File: config.mk
export PLATFORM = sky130hd
export DESIGN_NAME = keypad_bcd_countdown_timer
export DESIGN_NICKNAME = d
export VERILOG_FILES = /design/src/kbct_pkg.sv /design/src/kbct_digit_cell.sv /design/src/kbct_ctrl.sv /design/src/kbct_out_queue.sv /design/src/keypad_bcd_countdown_timer.sv
export SDC_FILE = /design/constraint.sdc
export NUM_CORES = 1
export LEC_CHECK = 0
export BUFFER_PORTS_ARGS = -buffer_cell sky130_fd_sc_hd__buf_2
export CAP_MARGIN = 5
export CORE_ASPECT_RATIO = 2
export CORE_MARGIN = 2
export CORE_UTILIZATION = 54
export CTS_BUF_LIST = sky130_fd_sc_hd__clkbuf_16
export CTS_CLUSTER_DIAMETER = 200
export DETAILED_ROUTE_END_ITERATION = 6
export PLACE_DENSITY_LB_ADDON = 0.08
export SLEW_MARGIN = 0
export SYNTH_ARGS = -nofsm -noshare
export SYNTH_HDL_FRONTEND = slang
export SYNTH_SLANG_ARGS = --single-unit
File: constraint.sdc
create_clock -name clock -period 2.72 [get_ports clock]
set_input_delay 0 -clock clock [delete_from_list [all_inputs] [get_ports clock]]
set_output_delay 0 -clock clock [all_outputs]
set_load 0.005 [all_outputs]
File: src/kbct_pkg.sv
// ----------------------------------------------------------------------------
// kbct_pkg: shared types and constants for the keypad BCD countdown timer
// Digit cell layout, key codes, section codes and the result record.
// ----------------------------------------------------------------------------
`default_nettype none

package kbct_pkg;

   // Widths
   localparam int NUM_CELLS  = 6;
   localparam int DIGIT_W    = 4;
   localparam int KIND_W     = 3;
   localparam int CURSOR_W   = 3;
   localparam int SECTION_W  = 2;
   localparam int TENS_W     = 3;   // minutes/seconds tens digit on the output

   // Key codes
   localparam logic [KIND_W-1:0] KIND_DIGIT = 3'd0;
   localparam logic [KIND_W-1:0] KIND_RIGHT = 3'd1;
   localparam logic [KIND_W-1:0] KIND_LEFT  = 3'd2;
   localparam logic [KIND_W-1:0] KIND_ENTER = 3'd3;
   localparam logic [KIND_W-1:0] KIND_CLEAR = 3'd4;
   localparam logic [KIND_W-1:0] KIND_START = 3'd5;
   localparam logic [KIND_W-1:0] KIND_TICK  = 3'd6;

   // Section codes
   localparam logic [SECTION_W-1:0] SEC_HOURS   = 2'd0;
   localparam logic [SECTION_W-1:0] SEC_MINUTES = 2'd1;
   localparam logic [SECTION_W-1:0] SEC_SECONDS = 2'd2;

   // Cursor columns
   localparam logic [CURSOR_W-1:0] COL_HOURS_TENS   = 3'd0;
   localparam logic [CURSOR_W-1:0] COL_MINUTES_TENS = 3'd3;
   localparam logic [CURSOR_W-1:0] COL_SECONDS_TENS = 3'd6;

   // Digit limits
   localparam logic [DIGIT_W-1:0] DIGIT_MAX  = 4'd9;
   localparam logic [DIGIT_W-1:0] TENS_LIMIT = 4'd6;   // refused at MM/SS tens
   localparam logic [DIGIT_W-1:0] TENS_MAX   = 4'd5;

   // Cell order: hours tens, hours ones, minutes tens, minutes ones,
   // seconds tens, seconds ones. Borrow runs from the last cell to the first.
   localparam logic [CURSOR_W-1:0] CELL_COL [NUM_CELLS] =
      '{3'd0, 3'd1, 3'd3, 3'd4, 3'd6, 3'd7};
   localparam logic [DIGIT_W-1:0] CELL_RELOAD [NUM_CELLS] =
      '{DIGIT_MAX, DIGIT_MAX, TENS_MAX, DIGIT_MAX, TENS_MAX, DIGIT_MAX};

   // Per-cell edit controls
   typedef struct packed {
      logic load;
      logic clear;
   } cell_ctrl_type;

   // Editor and run status
   typedef struct packed {
      logic [CURSOR_W-1:0]  cursor;
      logic [SECTION_W-1:0] section;
      logic                 counting;
      logic                 alarm;
   } status_type;

   // One result record
   typedef struct packed {
      logic [NUM_CELLS-1:0][DIGIT_W-1:0] digits;
      status_type                        status;
      logic                              ignored;
   } rsp_type;

   // First column of a section
   function automatic logic [CURSOR_W-1:0] section_base(input logic [SECTION_W-1:0] sec);
      logic [CURSOR_W-1:0] col;
      if (sec == SEC_MINUTES) begin
         col = COL_MINUTES_TENS;
      end else if (sec == SEC_SECONDS) begin
         col = COL_SECONDS_TENS;
      end else begin
         col = COL_HOURS_TENS;
      end
      return col;
   endfunction

endpackage

`default_nettype wire

File: src/kbct_digit_cell.sv
// ----------------------------------------------------------------------------
// kbct_digit_cell: one BCD digit of the countdown chain
// Holds a digit, takes edits, decrements on borrow-in and passes borrow,
// all-zero and changed flags on to its neighbor.
// ----------------------------------------------------------------------------
`default_nettype none

module kbct_digit_cell (
   input  wire                                  clock,
   input  wire                                  reset,
   input  kbct_pkg::cell_ctrl_type              ctrl,
   input  wire  [kbct_pkg::DIGIT_W-1:0]         wr_value,
   input  wire  [kbct_pkg::DIGIT_W-1:0]         reload,
   input  wire                                  borrow_in,
   input  wire                                  zero_in,
   input  wire                                  changed_in,
   output logic [kbct_pkg::DIGIT_W-1:0]         digit_next,
   output logic                                 borrow_out,
   output logic                                 zero_out,
   output logic                                 changed_out
);
   import kbct_pkg::*;

   logic [DIGIT_W-1:0] digit_ff;
   logic [DIGIT_W-1:0] digit_in;
   logic               is_zero;

   assign is_zero = (digit_ff == '0);

   // Next digit: clear, load, or decrement with borrow
   always_comb begin
      digit_in   = digit_ff;
      borrow_out = 1'b0;
      if (ctrl.clear) begin
         digit_in = '0;
      end else if (ctrl.load) begin
         digit_in = wr_value;
      end else if (borrow_in) begin
         if (is_zero) begin
            digit_in   = reload;
            borrow_out = 1'b1;
         end else begin
            digit_in = digit_ff - DIGIT_W'(1);
         end
      end
   end

   assign zero_out    = zero_in & is_zero;
   assign changed_out = changed_in | (digit_in != digit_ff);
   assign digit_next  = digit_in;

   always_ff @(posedge clock) begin
      if (reset) begin
         digit_ff <= '0;
      end else begin
         digit_ff <= digit_in;
      end
   end

endmodule

`default_nettype wire

File: src/kbct_ctrl.sv
// ----------------------------------------------------------------------------
// kbct_ctrl: key decoder and editor/run state
// Holds cursor, section, counting and alarm; drives the digit cell controls
// and starts the borrow chain on a tick.
// ----------------------------------------------------------------------------
`default_nettype none

module kbct_ctrl (
   input  wire                                          clock,
   input  wire                                          reset,
   input  wire                                          accept,
   input  wire  [kbct_pkg::KIND_W-1:0]                  kind,
   input  wire  [kbct_pkg::DIGIT_W-1:0]                 digit,
   input  wire                                          all_zero,
   output kbct_pkg::cell_ctrl_type [kbct_pkg::NUM_CELLS-1:0] cell_ctrl,
   output logic                                         dec_start,
   output kbct_pkg::status_type                         status_cur,
   output kbct_pkg::status_type                         status_next
);
   import kbct_pkg::*;

   logic [CURSOR_W-1:0]  cursor_ff,   cursor_in;
   logic [SECTION_W-1:0] section_ff,  section_in;
   logic                 counting_ff, counting_in;
   logic                 alarm_ff,    alarm_in;
   logic [CURSOR_W-1:0]  base;
   logic                 tens_col;
   logic                 digit_ok;

   assign base     = section_base(section_ff);
   assign tens_col = ((section_ff == SEC_MINUTES) && (cursor_ff == COL_MINUTES_TENS)) ||
                     ((section_ff == SEC_SECONDS) && (cursor_ff == COL_SECONDS_TENS));
   assign digit_ok = (digit <= DIGIT_MAX) && !((digit >= TENS_LIMIT) && tens_col);

   // Key decode and next state
   always_comb begin
      cursor_in   = cursor_ff;
      section_in  = section_ff;
      counting_in = counting_ff;
      alarm_in    = alarm_ff;
      dec_start   = 1'b0;
      cell_ctrl   = '0;
      if (accept) begin
         if (counting_ff) begin
            unique case (kind)
               KIND_CLEAR: begin
                  counting_in = 1'b0;
               end
               KIND_TICK: begin
                  if (all_zero) begin
                     alarm_in    = 1'b1;
                     counting_in = 1'b0;
                  end else begin
                     dec_start = 1'b1;
                  end
               end
               default: begin
               end
            endcase
         end else begin
            unique case (kind) inside
               KIND_DIGIT: begin
                  if (digit_ok) begin
                     for (int i = 0; i < NUM_CELLS; i++) begin
                        cell_ctrl[i].load = (cursor_ff == CELL_COL[i]);
                     end
                  end
               end
               KIND_RIGHT, KIND_LEFT: begin
                  cursor_in = (cursor_ff == base) ? (base + CURSOR_W'(1)) : base;
               end
               KIND_ENTER: begin
                  section_in = (section_ff >= SEC_SECONDS) ? SEC_HOURS
                                                           : (section_ff + SECTION_W'(1));
                  cursor_in  = section_base(section_in);
               end
               KIND_CLEAR: begin
                  for (int i = 0; i < NUM_CELLS; i++) begin
                     cell_ctrl[i].clear = 1'b1;
                  end
                  section_in = SEC_HOURS;
                  cursor_in  = COL_HOURS_TENS;
                  alarm_in   = 1'b0;
               end
               KIND_START: begin
                  if (!all_zero) begin
                     counting_in = 1'b1;
                     section_in  = SEC_HOURS;
                     cursor_in   = COL_HOURS_TENS;
                  end
               end
               default: begin
               end
            endcase
         end
      end
   end

   assign status_cur  = '{cursor: cursor_ff, section: section_ff,
                          counting: counting_ff, alarm: alarm_ff};
   assign status_next = '{cursor: cursor_in, section: section_in,
                          counting: counting_in, alarm: alarm_in};

   always_ff @(posedge clock) begin
      if (reset) begin
         cursor_ff   <= COL_HOURS_TENS;
         section_ff  <= SEC_HOURS;
         counting_ff <= 1'b0;
         alarm_ff    <= 1'b0;
      end else begin
         cursor_ff   <= cursor_in;
         section_ff  <= section_in;
         counting_ff <= counting_in;
         alarm_ff    <= alarm_in;
      end
   end

endmodule

`default_nettype wire

File: src/kbct_out_queue.sv
// ----------------------------------------------------------------------------
// kbct_out_queue: two-entry result buffer
// Output register plus skid register, so a new item can be taken while a
// finished result waits for its transfer.
// ----------------------------------------------------------------------------
`default_nettype none

module kbct_out_queue (
   input  wire                 clock,
   input  wire                 reset,
   input  wire                 push_valid,
   output logic                push_ready,
   input  kbct_pkg::rsp_type   push_data,
   output logic                pop_valid,
   input  wire                 pop_ready,
   output kbct_pkg::rsp_type   pop_data
);
   import kbct_pkg::*;

   logic    head_valid_ff, head_valid_in;
   logic    skid_valid_ff, skid_valid_in;
   rsp_type head_ff, head_in;
   rsp_type skid_ff, skid_in;
   logic    push;
   logic    pop;

   assign push_ready = !skid_valid_ff;
   assign push       = push_valid && push_ready;
   assign pop        = head_valid_ff && pop_ready;

   // Head refills from skid first, then from the incoming record
   always_comb begin
      head_valid_in = head_valid_ff;
      head_in       = head_ff;
      skid_valid_in = skid_valid_ff;
      skid_in       = skid_ff;
      if (!head_valid_ff || pop) begin
         if (skid_valid_ff) begin
            head_in       = skid_ff;
            head_valid_in = 1'b1;
            skid_valid_in = 1'b0;
         end else if (push) begin
            head_in       = push_data;
            head_valid_in = 1'b1;
         end else begin
            head_valid_in = 1'b0;
         end
      end else if (push) begin
         skid_in       = push_data;
         skid_valid_in = 1'b1;
      end
   end

   always_ff @(posedge clock) begin
      if (reset) begin
         head_valid_ff <= 1'b0;
         skid_valid_ff <= 1'b0;
      end else begin
         head_valid_ff <= head_valid_in;
         skid_valid_ff <= skid_valid_in;
      end
   end

   always_ff @(posedge clock) begin
      head_ff <= head_in;
      skid_ff <= skid_in;
   end

   assign pop_valid = head_valid_ff;
   assign pop_data  = head_ff;

endmodule

`default_nettype wire

File: src/keypad_bcd_countdown_timer.sv
// ----------------------------------------------------------------------------
// keypad_bcd_countdown_timer: HH:MM:SS countdown set from key events
// Six BCD digit cells in a borrow chain, a key decoder holding cursor,
// section, run and alarm state, and a two-entry result buffer.
//
//   channel   direction  handshake               payload
//   req_      in         req_valid / req_ready   kind, digit
//   rsp_      out        rsp_valid / rsp_ready   six digits, cursor, section,
//                                                running, alarm, ignored
//
// Each transfer on req_ updates the state in the same cycle; its result is
// registered and queued for rsp_; one item per cycle while req_ready is high.
// The result buffer holds two records: req_ready drops only when both are
// full, so a single waiting result does not stall the input.
// Synchronous active-high reset clears all digits, cursor, section and flags.
// ----------------------------------------------------------------------------
`default_nettype none

module keypad_bcd_countdown_timer (
   input  wire         clock,
   input  wire         reset,
   input  wire         req_valid,
   output logic        req_ready,
   input  wire  [2:0]  req_kind,
   input  wire  [3:0]  req_digit,
   output logic        rsp_valid,
   input  wire         rsp_ready,
   output logic [3:0]  rsp_hours_tens,
   output logic [3:0]  rsp_hours_ones,
   output logic [2:0]  rsp_minutes_tens,
   output logic [3:0]  rsp_minutes_ones,
   output logic [2:0]  rsp_seconds_tens,
   output logic [3:0]  rsp_seconds_ones,
   output logic [2:0]  rsp_cursor_pos,
   output logic [1:0]  rsp_section,
   output logic        rsp_running,
   output logic        rsp_alarm,
   output logic        rsp_ignored
);
   import kbct_pkg::*;

   logic                              accept;
   cell_ctrl_type [NUM_CELLS-1:0]     cell_ctrl;
   logic                              dec_start;
   status_type                        status_cur;
   status_type                        status_next;
   logic [NUM_CELLS:0]                borrow_chain;
   logic [NUM_CELLS:0]                zero_chain;
   logic [NUM_CELLS:0]                changed_chain;
   logic [NUM_CELLS-1:0][DIGIT_W-1:0] digits_next;
   logic                              all_zero;
   rsp_type                           rsp_rec;
   rsp_type                           rsp_q;

   assign accept = req_valid && req_ready;

   // Key decoder and editor state
   kbct_ctrl u_ctrl (
      .clock       (clock),
      .reset       (reset),
      .accept      (accept),
      .kind        (req_kind),
      .digit       (req_digit),
      .all_zero    (all_zero),
      .cell_ctrl   (cell_ctrl),
      .dec_start   (dec_start),
      .status_cur  (status_cur),
      .status_next (status_next)
   );

   // Digit chain: borrow, zero and changed flags run from seconds ones up
   assign borrow_chain[NUM_CELLS]  = dec_start;
   assign zero_chain[NUM_CELLS]    = 1'b1;
   assign changed_chain[NUM_CELLS] = 1'b0;

   for (genvar i = 0; i < NUM_CELLS; i++) begin : g_cell
      kbct_digit_cell u_cell (
         .clock       (clock),
         .reset       (reset),
         .ctrl        (cell_ctrl[i]),
         .wr_value    (req_digit),
         .reload      (CELL_RELOAD[i]),
         .borrow_in   (borrow_chain[i+1]),
         .zero_in     (zero_chain[i+1]),
         .changed_in  (changed_chain[i+1]),
         .digit_next  (digits_next[i]),
         .borrow_out  (borrow_chain[i]),
         .zero_out    (zero_chain[i]),
         .changed_out (changed_chain[i])
      );
   end

   assign all_zero = zero_chain[0];

   // Result record: state after the item
   assign rsp_rec.digits  = digits_next;
   assign rsp_rec.status  = status_next;
   assign rsp_rec.ignored = !(changed_chain[0] || (status_next != status_cur));

   kbct_out_queue u_out_queue (
      .clock      (clock),
      .reset      (reset),
      .push_valid (req_valid),
      .push_ready (req_ready),
      .push_data  (rsp_rec),
      .pop_valid  (rsp_valid),
      .pop_ready  (rsp_ready),
      .pop_data   (rsp_q)
   );

   assign rsp_hours_tens   = rsp_q.digits[0];
   assign rsp_hours_ones   = rsp_q.digits[1];
   assign rsp_minutes_tens = rsp_q.digits[2][TENS_W-1:0];
   assign rsp_minutes_ones = rsp_q.digits[3];
   assign rsp_seconds_tens = rsp_q.digits[4][TENS_W-1:0];
   assign rsp_seconds_ones = rsp_q.digits[5];
   assign rsp_cursor_pos   = rsp_q.status.cursor;
   assign rsp_section      = rsp_q.status.section;
   assign rsp_running      = rsp_q.status.counting;
   assign rsp_alarm        = rsp_q.status.alarm;
   assign rsp_ignored      = rsp_q.ignored;

`ifndef SYNTHESIS
   // A countdown never borrows past the hours tens digit
   a_no_top_borrow: assert property (@(posedge clock) disable iff (reset)
      !borrow_chain[0])
      else $error("borrow out of hours tens digit");

   // Idle clear leaves all digits at zero
   a_clear_zeroes: assert property (@(posedge clock) disable iff (reset)
      (accept && !status_cur.counting && (req_kind == KIND_CLEAR)) |=> all_zero)
      else $error("idle clear did not zero the digits");

   // A tick on a nonzero time keeps the countdown running
   a_tick_keeps_running: assert property (@(posedge clock) disable iff (reset)
      (accept && status_cur.counting && (req_kind == KIND_TICK) && !all_zero)
      |=> status_cur.counting)
      else $error("countdown stopped on a nonzero tick");

   // Section code stays in range
   a_section_range: assert property (@(posedge clock) disable iff (reset)
      (status_cur.section == SEC_HOURS) || (status_cur.section == SEC_MINUTES) ||
      (status_cur.section == SEC_SECONDS))
      else $error("section out of range");

   // A full result buffer always has a result on offer
   a_full_has_head: assert property (@(posedge clock) disable iff (reset)
      !req_ready |-> rsp_valid)
      else $error("buffer full with no result on offer");
`endif

endmodule

`default_nettype wire
==> summary.md <==
| Metric | Value |
|---|---|
| Clk slew on worst S/H paths | 0.07 ns |
| Maxcap violations | 0 |
| Final ANT Viol Nets | 0 |
| HPWL after DPL | 13,200 um |
| Mapped Cells | 549 |
| Via count | 4,862 |
| Status | finished, final reports clean |
| Final nets | 663 |
| DRC viols | 0 |
| Post-synth top area share | 34.5% |
| Finished Core Util | 67.7% |
| Clk_lat worst skew | 0.35 ns |
| Pwr Total | between 3 and 4 mW |
| Most frequent cells in the layout | buf_4 (74), edfxtp_1 (60), nor2_1 (59), nand2_1 (57), buf_2 (42) |
| Layout area overhead | 21.6% |
| FILL cells | 750 |
| Synth Warn # | 0 |
| Worst-margin pin slew | 0.690 ns |
| Pre-CTS WS | -0.161 ns |
| Slew Limit Fails | 0 |
| Predominant post-synthesis flop cell | edfxtp_1 |
| Worst Setup Start Kind | flop |
| Aggregate routed wire length | 17,100 um |
| Fin crit share | 96.1% |
| Post-synth EDFFs | 60 |
| Core Footprint | 9380 sq um |
| Hold Path Class | primary input to flop |
| Ant diodes | 0 |
| Grt total ovfl | 0 |
| # clock sinks | 93 |
| Fraction of layout cells with a size suffix above 1 | 28.3% |
| Vias/cell | 6.42 |
| DR WL/cell | 22.6 um |
| Setup CP Type | flop to flop |
| Die span in y | 143 um |
| Buffers on Ports | between 40 and 50 |
| Largest net degree at the start of global routing | 39 |
| CTS Hold Bufs | 0 |
| Drt first-iter violations | 334 |
| Clk buf depth | 2 |
| Cell row count | 50 |
| Global-route wire length before repair | 26,200 um |
| Syn_area_per_cell | 9.52 sq um |
| Critical path required time | 2.92 ns |
| Setup crit end kind | flop |
| P_leak | 2.64 nW |
| Die area | roughly 11,000 sq um |
| Worst relative slew slack | a little over half |
| Final Hold Fails | 0 |
| Initial Util | 55.7% |
| Clock tree from TritonCTS | built |
| Gpl congestion | 1.04 |
| Synth Net Count | ~560 |
| Setup TNS | 0 ns |
| Power density over the cells | 491 nW/um^2 |
| Ports | 43 |
| Crit Path Max Fanout | 6 |
| DRT Pass-1 Iters | 5 |
| Clock Skews | 0.0113 ns |
| Post-synthesis sequential area ratio | 47.1% |
| Final min period | 2.61 ns |
| Synth async-reset ratio | 0% |
| # placed instances | about 740 |
| Distinct cells, synth | 81 |
| Root Driver | clkbuf_16 |
| Vias in the first global route | 4,811 |
| Top post-synthesis cells by area | edfxtp_1 (34%), dfxtp_1 (13%), nor2_1 (4.3%), nand2_1 (4.1%), o21ai_0 (3.3%) |
| Clock buffer count from CTS | 9 |
| FF+latch count, synth | a little over 90 |
| Synth Cell Area | 5230 sq um |
| Die width | roughly 74 um |
| Setup WS post-layout | around 0.11 ns |
| Global Route Usage Sum | 34.0% |
| Final setup fails | 0 |
| Commonest non-fill, non-tap cell in the layout | buf_4 |
| Hold_ws | 0.00674 ns |
| Area post-placement | 5950 sq um |
| H-tree Lvls | 3 |
| Post-synthesis cell type with the largest combined area | edfxtp_1 |
| Finished Layout Cells | about 760 |
| CP Data Arrival Time | between 2 and 3 ns |
| Final instance area | 6350 sq um |
| Initial antenna violation count | 0 |
| Peak supply drop | about 380 uV |
| Peak Freq | 382 MHz |
-- metal layers --
layer,global-route usage (%),share of wire (%),vias up
met1,34.6,34,2310
met5,0,0,-
met2,60.2,52,228
li1,-,-,2242
met3,5.72,5.4,82
met4,23.5,8.2,0
-- state kept, by name, summed over array words and instances, names as in the netlist --
register	count
u_out_queue.skid_ff	30
u_ctrl.alarm_ff	1
u_out_queue.pop_valid	1
u_out_queue.pop_data	30
u_ctrl.counting_ff	1
u_out_queue.skid_valid_ff	1
u_ctrl.section_ff	2
u_ctrl.cursor_ff	3
g_cell.u_cell.digit_ff	24
-- worst paths after layout --
path	slack, ns	cells after the start	startpoint	end
setup / recovery	0.11	10	g_cell[3].u_cell.digit_ff[0]$_SDFF_PP0_	u_out_queue.pop_data[0]$_DFFE_PP_
hold / removal	0.007	3	rsp_ready	u_out_queue.skid_valid_ff$_SDFFE_PP0P_
setup reg to reg	0.11	10	g_cell[3].u_cell.digit_ff[0]$_SDFF_PP0_	u_out_queue.pop_data[0]$_DFFE_PP_
hold reg to reg	0.53	2	u_out_queue.skid_ff[23]$_DFFE_PP_	u_out_queue.pop_data[23]$_DFFE_PP_
-- kinds of logic after synthesis --
logic type               Yosys count  share of synthesized area [%]
AND/OR/NAND/NOR                  228                           22.7
AO/OA/AOI/OAI                    142                           19.4
flip-flops                        93                           47.1
buffers and inverters             56                           4.96
multiplexers                      15                           3.09
XOR/XNOR                          11                           1.84
adder cells (fa/ha/maj)            4                          0.958
-- power by group --
| part | switching (mW) | internal (mW) |
|---|---|---|
| combinational | 0.205 | 0.115 |
| clock | 0.583 | 0.649 |
| sequential | 0.0164 | 1.55 |
-- worst max-delay path, cell delays in order (launching register included) --
cell      delay (ns)
dfxtp_1         0.41
nor4_1          0.40
nand2_1         0.19
a22o_1          0.23
a311oi_1        0.25
buf_4           0.15
nand4_1         0.08
nor4_1          0.32
buf_4           0.16
nand3b_1        0.11
nor3_2          0.16
-- cells in the mapped netlist (4+ instances only) --
| library cell | count |
|---|---|
| or3_2 | 4 |
| nor3_2 | 5 |
| mux2i_1 | 6 |
| nor2b_1 | 12 |
| nor3_1 | 22 |
| o211ai_1 | 9 |
| nor4_1 | 8 |
| o21ai_0 | 34 |
| or3_1 | 4 |
| mux2_2 | 9 |
| nor3b_1 | 4 |
| xnor2_1 | 8 |
| nand3_1 | 13 |
| o21ai_1 | 6 |
| a31oi_1 | 9 |
| or2_2 | 4 |
| nor2_1 | 60 |
| nand4_1 | 7 |
| clkbuf_1 | 20 |
| nand2_1 | 57 |
| a21o_1 | 5 |
| ha_1 | 4 |
| a22oi_1 | 5 |
| edfxtp_1 | 60 |
| o21a_1 | 6 |
| dfxtp_1 | 33 |
| inv_1 | 27 |
| a21oi_1 | 16 |
| a22o_1 | 4 |
| nand2b_1 | 6 |
-- cell type report --
| type | instances | area [sq um] | share of cell area, % |
|---|---|---|---|
| inverter | 28 | 105 | 1.65 |
| timing repair buffer | 116 | 766 | 12.1 |
| tap | 104 | 130 | 2.05 |
| multi-input combinational | 400 | 2590 | 40.7 |
| clock buffer | 9 | 225 | 3.55 |
| sequential | 93 | 2460 | 38.8 |
| clock inverter | 7 | 75.1 | 1.18 |
-- timing repair --
action / CTS / global route
pin swaps: 0 / 3
gates cloned: 0 / 0
endpoints found under the hold margin: 0 / 0
endpoints found under the setup margin: 5 / 20
setup buffers: 0 / 2
resized for setup: 3 / 11
Note: power is estimated with default switching activity, not from simulation.
